**config.mk**
```make
export PLATFORM = sky130hd
export DESIGN_NAME = linear_foldback_limiter
export DESIGN_NICKNAME = d
export VERILOG_FILES = /design/src/design/lfl_pkg.sv /design/src/design/linear_foldback_limiter.sv /design/src/design/lfl_divider.sv
export SDC_FILE = /design/constraint.sdc
export NUM_CORES = 2
export LEC_CHECK = 0
export BUFFER_PORTS_ARGS = -buffer_cell sky130_fd_sc_hd__buf_2
export CAP_MARGIN = 25
export CORE_AREA = 2 2 335 337
export CTS_CLUSTER_SIZE = 14
export DETAILED_ROUTE_END_ITERATION = 12
export DIE_AREA = 0 0 337 339
export GPL_TIMING_DRIVEN = 0
export PLACE_DENSITY = 0.89
export SETUP_SLACK_MARGIN = 0.3
export SLEW_MARGIN = 20
export SYNTH_ARGS = -nofsm -noshare
export SYNTH_HDL_FRONTEND = slang
export SYNTH_SLANG_ARGS = --single-unit
```
**constraint.sdc**
```tcl
create_clock -name aclk -period 18.6 [get_ports aclk]
set_input_delay 3.72 -clock aclk [delete_from_list [all_inputs] [get_ports aclk]]
set_output_delay 3.72 -clock aclk [all_outputs]
set_load 0.02 [all_outputs]
```
**src/design/lfl_pkg.sv**
```systemverilog
package lfl_pkg;

    localparam int DW = 16;

    localparam logic signed [DW-1:0] DATA_MAX = {1'b0, {(DW-1){1'b1}}};
    localparam logic signed [DW-1:0] DATA_MIN = {1'b1, {(DW-1){1'b0}}};

    // register indexes on the configuration port
    localparam int CFG_IDX_W = 3;
    localparam logic [CFG_IDX_W-1:0] CFG_ENABLE       = 3'd0;
    localparam logic [CFG_IDX_W-1:0] CFG_MODE         = 3'd1;
    localparam logic [CFG_IDX_W-1:0] CFG_END_VALUE    = 3'd2;
    localparam logic [CFG_IDX_W-1:0] CFG_WINDOW_RANGE = 3'd3;
    localparam logic [CFG_IDX_W-1:0] CFG_LIMIT_HIGH   = 3'd4;
    localparam logic [CFG_IDX_W-1:0] CFG_LIMIT_LOW    = 3'd5;

    localparam logic MODE_TRIM      = 1'b0;
    localparam logic MODE_THRESHOLD = 1'b1;

    typedef logic signed [DW-1:0] data_t;

    // which limit an item ends up with
    typedef enum logic [1:0] {
        SEL_WIN = 2'b00,
        SEL_HI  = 2'b01,
        SEL_LO  = 2'b10
    } lim_sel_t;

    // per-item side information carried alongside the divider
    typedef struct packed {
        data_t    request;
        lim_sel_t sel;
    } side_t;

    function automatic data_t sat_w(input logic signed [DW+1:0] x);
        data_t r;
        if (x > $signed({{2{DATA_MAX[DW-1]}}, DATA_MAX})) begin
            r = DATA_MAX;
        end else if (x < $signed({{2{DATA_MIN[DW-1]}}, DATA_MIN})) begin
            r = DATA_MIN;
        end else begin
            r = x[DW-1:0];
        end
        return r;
    endfunction

endpackage

```
**src/design/linear_foldback_limiter.sv**
```systemverilog
// pipeline from input transfer to result: decode, multiply,
// 16 divider stages, limit select, output register
// throughput: one item per cycle unless the output stalls; the divider retires one quotient bit per stage
// each stage advances on its own, so bubbles close up and a stalled output
// still lets new items enter until the pipeline is full
// reset: synchronous active-low aresetn clears valid bits and loads register defaults
module linear_foldback_limiter (
    input  logic                         aclk,
    input  logic                         aresetn,
    input  logic                         cfg_wr_en,
    input  logic [lfl_pkg::CFG_IDX_W-1:0] cfg_index,
    input  logic [lfl_pkg::DW-1:0]        cfg_wdata,
    input  logic                         s_tvalid,
    output logic                         s_tready,
    input  logic [2*lfl_pkg::DW-1:0]      s_tdata,  // request, control_value
    output logic                         m_tvalid,
    input  logic                         m_tready,
    output logic [lfl_pkg::DW-1:0]        m_tdata   // limited
);
    import lfl_pkg::*;

    // configuration
    logic  enable_reg;
    logic  mode_reg;
    data_t end_reg;
    data_t range_reg;
    data_t hi_reg;
    data_t lo_reg;

    always_ff @(posedge aclk) begin
        if (!aresetn) begin
            enable_reg <= 1'b0;
            mode_reg   <= MODE_TRIM;
            end_reg    <= '0;
            range_reg  <= '0;
            hi_reg     <= DATA_MAX;
            lo_reg     <= '0;
        end else if (cfg_wr_en) begin
            unique case (cfg_index)
                CFG_ENABLE:       enable_reg <= cfg_wdata[0];
                CFG_MODE:         mode_reg   <= cfg_wdata[0];
                CFG_END_VALUE:    end_reg    <= cfg_wdata;
                CFG_WINDOW_RANGE: range_reg  <= cfg_wdata;
                CFG_LIMIT_HIGH:   hi_reg     <= cfg_wdata;
                CFG_LIMIT_LOW:    lo_reg     <= cfg_wdata;
                default: ;
            endcase
        end
    end

    // values derived from configuration; the user must keep them static while items flow, the block does not enforce it
    logic signed [DW:0] end_x;
    logic signed [DW:0] range_x;
    logic signed [DW:0] start_x;
    logic signed [DW:0] diff_x;
    logic signed [DW:0] diff_abs;
    logic signed [DW:0] range_abs;
    logic               rng_neg;
    logic               diff_neg;
    logic [DW-1:0]      diff_mag;
    logic [DW-1:0]      den;

    assign end_x     = {end_reg[DW-1], end_reg};
    assign range_x   = {range_reg[DW-1], range_reg};
    assign start_x   = end_x - range_x;
    assign diff_x    = {hi_reg[DW-1], hi_reg} - {lo_reg[DW-1], lo_reg};
    assign rng_neg   = range_reg[DW-1];
    assign diff_neg  = diff_x[DW];
    assign diff_abs  = diff_neg ? -diff_x : diff_x;
    assign range_abs = rng_neg ? -range_x : range_x;
    assign diff_mag  = diff_abs[DW-1:0];
    assign den       = range_abs[DW-1:0];

    // ready chain, one link per stage
    logic a_ready;
    logic b_ready;
    logic c_ready;
    logic d_ready;
    logic div_in_ready;
    logic div_out_valid;
    logic [DW-1:0] div_quo;
    side_t div_side;

    // stage a: window decode and distance into the window
    logic               a_valid_reg;
    side_t              a_side_reg;
    logic [DW-1:0]      a_dist_reg;
    logic signed [DW:0] ctl_x;
    logic signed [DW:0] dist_x;
    logic               in_win;
    logic               sel_hi;
    lim_sel_t           sel;

    assign ctl_x  = {s_tdata[2*DW-1], s_tdata[2*DW-1:DW]};
    assign in_win = rng_neg ? (ctl_x < start_x && ctl_x > end_x)
                            : (ctl_x > start_x && ctl_x < end_x);
    assign sel_hi = rng_neg ? (ctl_x >= start_x) : (ctl_x <= start_x);
    assign dist_x = rng_neg ? (ctl_x - end_x) : (end_x - ctl_x);

    always_comb begin
        priority if (in_win) begin
            sel = SEL_WIN;
        end else if (sel_hi) begin
            sel = SEL_HI;
        end else begin
            sel = SEL_LO;
        end
    end

    assign a_ready = !a_valid_reg || b_ready;

    always_ff @(posedge aclk) begin
        if (!aresetn) begin
            a_valid_reg <= 1'b0;
        end else if (a_ready) begin
            a_valid_reg <= s_tvalid;
        end
    end

    always_ff @(posedge aclk) begin
        if (a_ready) begin
            a_side_reg.request <= s_tdata[DW-1:0];
            a_side_reg.sel     <= sel;
            a_dist_reg         <= dist_x[DW-1:0];
        end
    end

    // stage b: product of limit span and distance
    logic            b_valid_reg;
    side_t           b_side_reg;
    logic [2*DW-1:0] b_prod_reg;

    assign b_ready = !b_valid_reg || div_in_ready;

    always_ff @(posedge aclk) begin
        if (!aresetn) begin
            b_valid_reg <= 1'b0;
        end else if (b_ready) begin
            b_valid_reg <= a_valid_reg;
        end
    end

    always_ff @(posedge aclk) begin
        if (b_ready) begin
            b_side_reg <= a_side_reg;
            b_prod_reg <= diff_mag * a_dist_reg;
        end
    end

    lfl_divider u_div (
        .aclk      (aclk),
        .aresetn   (aresetn),
        .in_valid  (b_valid_reg),
        .in_ready  (div_in_ready),
        .in_num    (b_prod_reg),
        .in_den    (den),
        .in_side   (b_side_reg),
        .out_valid (div_out_valid),
        .out_ready (c_ready),
        .out_quo   (div_quo),
        .out_side  (div_side)
    );

    // stage c: limit selection and saturation
    logic                 c_valid_reg;
    data_t                c_req_reg;
    data_t                c_lim_reg;
    logic signed [DW+1:0] quo_s;
    logic signed [DW+1:0] off_s;
    logic signed [DW+1:0] lim_raw;

    assign quo_s = {2'b00, div_quo};
    assign off_s = diff_neg ? -quo_s : quo_s;

    always_comb begin
        unique case (div_side.sel)
            SEL_WIN: lim_raw = {{2{lo_reg[DW-1]}}, lo_reg} + off_s;
            SEL_HI:  lim_raw = {{2{hi_reg[DW-1]}}, hi_reg};
            SEL_LO:  lim_raw = {{2{lo_reg[DW-1]}}, lo_reg};
            default: lim_raw = {{2{lo_reg[DW-1]}}, lo_reg};
        endcase
    end

    assign c_ready = !c_valid_reg || d_ready;

    always_ff @(posedge aclk) begin
        if (!aresetn) begin
            c_valid_reg <= 1'b0;
        end else if (c_ready) begin
            c_valid_reg <= div_out_valid;
        end
    end

    always_ff @(posedge aclk) begin
        if (c_ready) begin
            c_req_reg <= div_side.request;
            c_lim_reg <= sat_w(lim_raw);
        end
    end

    // stage d: trim, threshold or pass-through into the output register
    logic               m_valid_reg;
    data_t              m_data_reg;
    data_t              m_data_next;
    logic signed [DW:0] lim_x;
    logic signed [DW:0] req_x;
    logic signed [DW:0] neg_lim;

    assign lim_x   = {c_lim_reg[DW-1], c_lim_reg};
    assign req_x   = {c_req_reg[DW-1], c_req_reg};
    assign neg_lim = -lim_x;

    always_comb begin
        priority if (!enable_reg) begin
            m_data_next = c_req_reg;
        end else if (mode_reg == MODE_THRESHOLD) begin
            m_data_next = c_lim_reg;
        end else if (req_x > lim_x) begin
            m_data_next = c_lim_reg;
        end else if (req_x < neg_lim) begin
            // negating the most negative limit saturates
            m_data_next = sat_w({neg_lim[DW], neg_lim});
        end else begin
            m_data_next = c_req_reg;
        end
    end

    assign d_ready = !m_valid_reg || m_tready;

    always_ff @(posedge aclk) begin
        if (!aresetn) begin
            m_valid_reg <= 1'b0;
        end else if (d_ready) begin
            m_valid_reg <= c_valid_reg;
        end
    end

    always_ff @(posedge aclk) begin
        if (d_ready) begin
            m_data_reg <= m_data_next;
        end
    end

    assign s_tready = a_ready;
    assign m_tvalid = m_valid_reg;
    assign m_tdata  = m_data_reg;

endmodule

```
**src/design/lfl_divider.sv**
```systemverilog
module lfl_divider (
    input  logic                    aclk,
    input  logic                    aresetn,
    input  logic                    in_valid,
    output logic                    in_ready,
    input  logic [2*lfl_pkg::DW-1:0] in_num,
    input  logic [lfl_pkg::DW-1:0]   in_den,
    input  lfl_pkg::side_t          in_side,
    output logic                    out_valid,
    input  logic                    out_ready,
    output logic [lfl_pkg::DW-1:0]   out_quo,
    output lfl_pkg::side_t          out_side
);
    import lfl_pkg::*;

    // one quotient bit per stage; the upper half of the dividend is already
    // below the divisor, so it seeds the remainder directly
    logic [DW-1:0] rem_reg  [DW];
    logic [DW-1:0] low_reg  [DW];
    logic [DW-1:0] quo_reg  [DW];
    logic [DW-1:0] den_reg  [DW];
    side_t         side_reg [DW];
    logic [DW-1:0] valid_reg;
    logic [DW-1:0] rdy;

    for (genvar i = 0; i < DW; i++) begin : g_step
        logic [DW-1:0] rem_in;
        logic [DW-1:0] low_in;
        logic [DW-1:0] quo_in;
        logic [DW-1:0] den_in;
        side_t         side_in;
        logic          valid_in;
        logic          rdy_out;
        logic [DW:0]   trial;
        logic [DW:0]   diff;
        logic          ge;

        if (i == 0) begin : g_first
            assign rem_in   = in_num[2*DW-1:DW];
            assign low_in   = in_num[DW-1:0];
            assign quo_in   = '0;
            assign den_in   = in_den;
            assign side_in  = in_side;
            assign valid_in = in_valid;
        end else begin : g_rest
            assign rem_in   = rem_reg[i-1];
            assign low_in   = low_reg[i-1];
            assign quo_in   = quo_reg[i-1];
            assign den_in   = den_reg[i-1];
            assign side_in  = side_reg[i-1];
            assign valid_in = valid_reg[i-1];
        end

        if (i == DW-1) begin : g_last
            assign rdy_out = out_ready;
        end else begin : g_mid
            assign rdy_out = rdy[i+1];
        end

        assign rdy[i] = !valid_reg[i] || rdy_out;
        assign trial  = {rem_in, low_in[DW-1]};
        assign diff   = trial - {1'b0, den_in};
        assign ge     = (trial >= {1'b0, den_in});

        always_ff @(posedge aclk) begin
            if (!aresetn) begin
                valid_reg[i] <= 1'b0;
            end else if (rdy[i]) begin
                valid_reg[i] <= valid_in;
            end
        end

        always_ff @(posedge aclk) begin
            if (rdy[i]) begin
                rem_reg[i]  <= ge ? diff[DW-1:0] : trial[DW-1:0];
                low_reg[i]  <= {low_in[DW-2:0], 1'b0};
                quo_reg[i]  <= {quo_in[DW-2:0], ge};
                den_reg[i]  <= den_in;
                side_reg[i] <= side_in;
            end
        end
    end

    assign in_ready  = rdy[0];
    assign out_valid = valid_reg[DW-1];
    assign out_quo   = quo_reg[DW-1];
    assign out_side  = side_reg[DW-1];

endmodule
```
Word level (Yosys, flattened, before mapping). Memories as Yosys holds them, arrays and structs flattened. Index checks and enable logic that the tools add are counted. W data, S select, Z words.

Output and inout bits: 18. Memory bits (writable): 1296. Register bits after elaboration: 218. Memories: 5. Logic and storage cells: 213.

Memories: u_div.side_reg (words 16, bits a word 18, read ports 16, clocked after memory_dff 0, wr ports 16, RTL line lfl_divider.sv:22) `side_t side_reg [DW];`; u_div.den_reg (words 16, bits a word 16, read ports 15, clocked after memory_dff 0, wr ports 16, RTL line lfl_divider.sv:21) `logic [DW-1:0] den_reg [DW];`; u_div.quo_reg (words 16, bits a word 16, read ports 16, clocked after memory_dff 0, wr ports 16, RTL line lfl_divider.sv:20) `logic [DW-1:0] quo_reg [DW];`; u_div.rem_reg (words 16, bits a word 16, read ports 15, clocked after memory_dff 0, wr ports 16, RTL line lfl_divider.sv:18) `logic [DW-1:0] rem_reg [DW];`; u_div.low_reg (words 16, bits a word 15, read ports 15, clocked after memory_dff 0, wr ports 16, RTL line lfl_divider.sv:19) `logic [DW-1:0] low_reg [DW];`.

Mux-type cells: 63. Equal/unequal tests: 6. $lt $le $gt $ge: 28. Multipliers: 1. Reduce and logical (&&, ||, !) cells: 50. Add/subtract/negate cells: 25.

Operators by type and width (number): $mux W16 (26); $sub A16 B16 Y16 (18); $ge A17 B16 Y1 (16); $pmux W18 S2 (1); $lt A16 B17 Y1 (2); $mux W1 (34); $sub A16 B16 Y17 (2); $gt A16 B16 Y1 (2); $mul A16 B16 Y32 (1); $neg A16 Y16 (2); $logic_not A1 Y1 (20); $logic_or A1 B1 Y1 (20); $add A18 B18 Y18 (1); $gt A18 B16 Y1 const B (1); $lt A18 B16 Y1 const B (1); $mux W18 (1); $neg A16 Y18 (1); $ge A16 B17 Y1 (1); $gt A16 B17 Y1 (1); $gt A17 B16 Y1 const B (1); $le A16 B17 Y1 (1); $lt A17 B16 Y1 const B (1); $neg A16 Y17 (1); $lt A16 B16 Y1 (1); 9 further kinds (17).

Depth between registers and ports, before layout.
Depth after elaboration: 21. Depth in mapped cells: 37.

Cells and area by module. Synthesis repeated with hierarchy kept, for this count alone.

Cell total of the unflattened synthesis: 5748. Area, all modules: 68132.8 sq um.

Modules (own cells, without submodules): lfl_divider (instances 1, cells an instance 3296, seq. area each 31069.8 sq um, area each 46077.9 sq um); linear_foldback_limiter (instances 1, cells an instance 2452, seq. area each 5365.1 sq um, area each 22054.9 sq um).

Least setup slack after synthesis. No wires, ideal clock.

Path kind: input port to output port. From: input port m_tready. To: output port s_tready. Slack: 7.500 ns. Cell stages on the path: 9. Buffers on the path: 0. Arrival time: 7.380 ns. Cell sequence: nor2b_1 > and3_1 > and3_1 > and2_1 > inv_1 > nor3_1 > and2_1 > and3_1 > nand3_1.

Cells in the longest elaborated chain, start to end: 20.

Ends and longest elaborated chain: start: declaration (RTL line linear_foldback_limiter.sv:17) `input logic m_tready,`; $logic_or A1 B1 Y1 (RTL line linear_foldback_limiter.sv:228) `assign d_ready = !m_valid_reg || m_tready;`; $logic_or A1 B1 Y1 (RTL line linear_foldback_limiter.sv:184) `assign c_ready = !c_valid_reg || d_ready;`; $logic_or A1 B1 Y1 (4 in series) (RTL line lfl_divider.sv:60) `assign rdy[i] = !valid_reg[i] || rdy_out;`; via u_div.g_step[11].rdy_out (RTL line lfl_divider.sv:33) `logic rdy_out;`; $logic_or A1 B1 Y1 (12 in series) (RTL line lfl_divider.sv:60); $logic_or A1 B1 Y1 (RTL line linear_foldback_limiter.sv:133) `assign b_ready = !b_valid_reg || div_in_ready;`; $logic_or A1 B1 Y1 (RTL line linear_foldback_limiter.sv:110) `assign a_ready = !a_valid_reg || b_ready;`; end: declaration (RTL line linear_foldback_limiter.sv:14) `output logic s_tready,`.

The timed path passes the listed nets, and every way through them passes these cells.

Worst setup path after layout. Same ends and word-level chain as after synthesis.

==> run metrics <==
outcome=finished, final reports clean; postcts setup bufs=0; num rows=122; Final Instance Area=74,690 um2; Worst slew margin=0.2482; gr ovfl total=0; synthesis warning total=0; Least-Margin Pin Slew=around 1.1 ns; router iterations before antenna repair=12; Max stage delay on crit path=0.62 ns; Final nets=6,730; Final Hold Viols=0; HP Class=flip-flop to flip-flop; synth top area cells=edfxtp_1 51%, ha_1 9.1%, fa_1 6.3%, inv_1 4.1%, a21oi_1 2.6%; multi-input logic area=roughly 28,000 um2; DR vias=47.57k; register area share after synthesis=0.5348; final period utilization=0.6395; Worst Path Max Fanout=19; asr flop ratio synth=0; crit path max-delay cell type=nor3_1; Final min period=between 10 and 15 ns; CTS Sinks=1,242; placed cell areas=70,940 um2; Crit path top cell by count=and3_1; cells after synthesis=5,756; Synth area leader=edfxtp_1; share of cells above drive strength 1=0.08034; CTS Buffer Depth=3; # DRC=0; H-tree depth=3; RSZ-0062 raised after global routing=no; number of synthesized flops with an enable pin=1,156; Top delay family on crit path=simple AND/OR/NAND/NOR gates; number of vias per cell=6.294; share of the synthesized area in the top cell type=0.5095; initial DRC count=5,610; CTS tree=yes; Syn Std Cell Area=68,130 um2; post-route ant nets=0; Initial Util=0.6173; Final GP Congestion=0.9419; core area=110,400 um2; clock skew=0.04661 ns; CTS Hold Bufs=0; top-count cell post-synth=edfxtp_1; overall routed net length=178,100 um; GRT Util Overall=0.3139; Final Setup Violations=0; # fillers=7,229; Yosys reg bits=1,242; first-pass GRT wire length=275,100 um; storage element area=36,430 um2; worst setup path class=primary input to output pin; Root Driver=clkbuf_16; Critical Path Start Type=primary input; WL per Instance=23.56 um; dpl hpwl=121,900 um; antenna violations before repair=10; PostCTS Resize Cnt=0; worst-skew pair later-pin latency=0.74 ns; Num CTS Buffers=between 100 and 150; Netlist cell types=96; Critical path buffers and inverters=3; Syn Area/Cell=between 10 and 15 um2; Max Freq=84.07 MHz; CTS clk-pin slew, worst paths=0.06 ns; Worst EP arrival=8.17 ns; # IOs=74; Die Y=339 um; CP required=~15 ns; Die Footprint=114,200 um2; vias in the first global route=approximately 50k; largest net degree at the start of global routing=62; PortBufs=70; Synth top cells by count=1,156 x edfxtp_1, 745 x inv_1, 494 x ha_1; max-slew violation count=0; Synth Flop Type=edfxtp_1; critical path, cell by cell=buf_2, nor2b_1, and3_1, and3_1, and2_1, inv_4, nor3_1, and2_1, and3_1, nand3_2, buf_2; max-cap violation count=0; chip width=337 um; syn nets=about 6.5k; max reg flops=288; Setup crit end kind=output pin; setup tns final=0 ns; Layout area overhead=9.629%
[metrics by stage]
step	hold slack (ns)	std cells	setup slack, ns	utilization
6_report	0.4006	7557	6.705	0.6768
5_1_grt	0.4006	7551	6.633	0.6766
4_1_cts	0.3992	7547	6.839	0.6764
3_5_place_dp	0.4045	7332	7.157	0.6428
3_3_place_gp	0.4014	7314	5.581	0.6374
2_1_floorplan	0.4003	5756	7.500	-
[worst paths after layout]
path | from | endpoint | slack [ns] | cells after the start
max | m_tready | s_tready | 6.71 | 11
max reg2reg | lo_reg[0] | b_prod_reg[31] | 6.95 | 32
min | u_div.side_reg[4][17] | u_div.side_reg[5][17] | 0.40 | 0
min reg2reg | u_div.side_reg[4][17] | u_div.side_reg[5][17] | 0.40 | 0
[layer usage]
metal	vias up	global-route usage	part of all wire	routed length [um]
li1	20848	-	-	-
met1	22623	0.3640	0.35	62220
met2	3073	0.5248	0.48	86200
met3	1017	0.07980	0.093	16560
met4	4	0.1868	0.073	13030
met5	-	0	0.00038	68
[cell usage in the layout (no fill, tap or decap), drive strengths merged, types with 24 or more instances in the layout]
| master | instances |
|---|---|
| edfxtp | 1156 |
| inv | 751 |
| ha | 494 |
| nand2 | 444 |
| nor2 | 357 |
| a21oi | 357 |
| clkbuf | 258 |
| fa | 214 |
| o21ai | 212 |
| xnor2 | 178 |
| a21o | 114 |
| mux2 | 107 |
| buf | 107 |
| and2 | 101 |
| xor2 | 98 |
| nand3 | 92 |
| dfxtp | 86 |
| o21a | 82 |
| nor3 | 82 |
| nor2b | 79 |
| a21boi | 77 |
| nand4 | 74 |
| nand2b | 53 |
| clkinv | 47 |
| mux2i | 29 |
| a211oi | 27 |
| o31ai | 27 |
| o21bai | 24 |
| nor4 | 24 |
| o41ai | 24 |
[final cells by class]
| class | count | area share |
|---|---|---|
| Clock buffer | 149 | 0.04178 |
| Timing Repair Buffer | 91 | 0.01106 |
| Tap cell | 1488 | 0.02493 |
| Clock inverter | 66 | 0.007940 |
| Multi-Input combinational cell | 3644 | 0.3814 |
| Inverter | 745 | 0.03771 |
| Sequential cell | 1242 | 0.4878 |
| Buffer | 125 | 0.007120 |
| Antenna cell | 7 | 0.0002345 |
[cells by family after synthesis]
family                   share of synthesized area
AO/OA/AOI/OAI                               0.1062
XOR/XNOR                                   0.03614
adder cells (fa/ha/maj)                     0.1536
buffers and inverters                      0.04885
flip-flops                                  0.5348
multiplexers                               0.02195
AND/OR/NAND/NOR                            0.09847
[worst reg2reg max path, delay by kind of cell, from the launching register on]
kind,cells,cell delay (ns)
AO/OA/AOI/OAI,8,2.88
adder cells (fa/ha/maj),9,4.33
buffers and inverters,7,1.12
flip-flops,1,0.43
AND/OR/NAND/NOR,6,1.59
XOR/XNOR,2,1.05
Power is left out: the tool's default activity adds up to more than one toggle a clock period on the data nets, which glitch-free logic cannot reach.
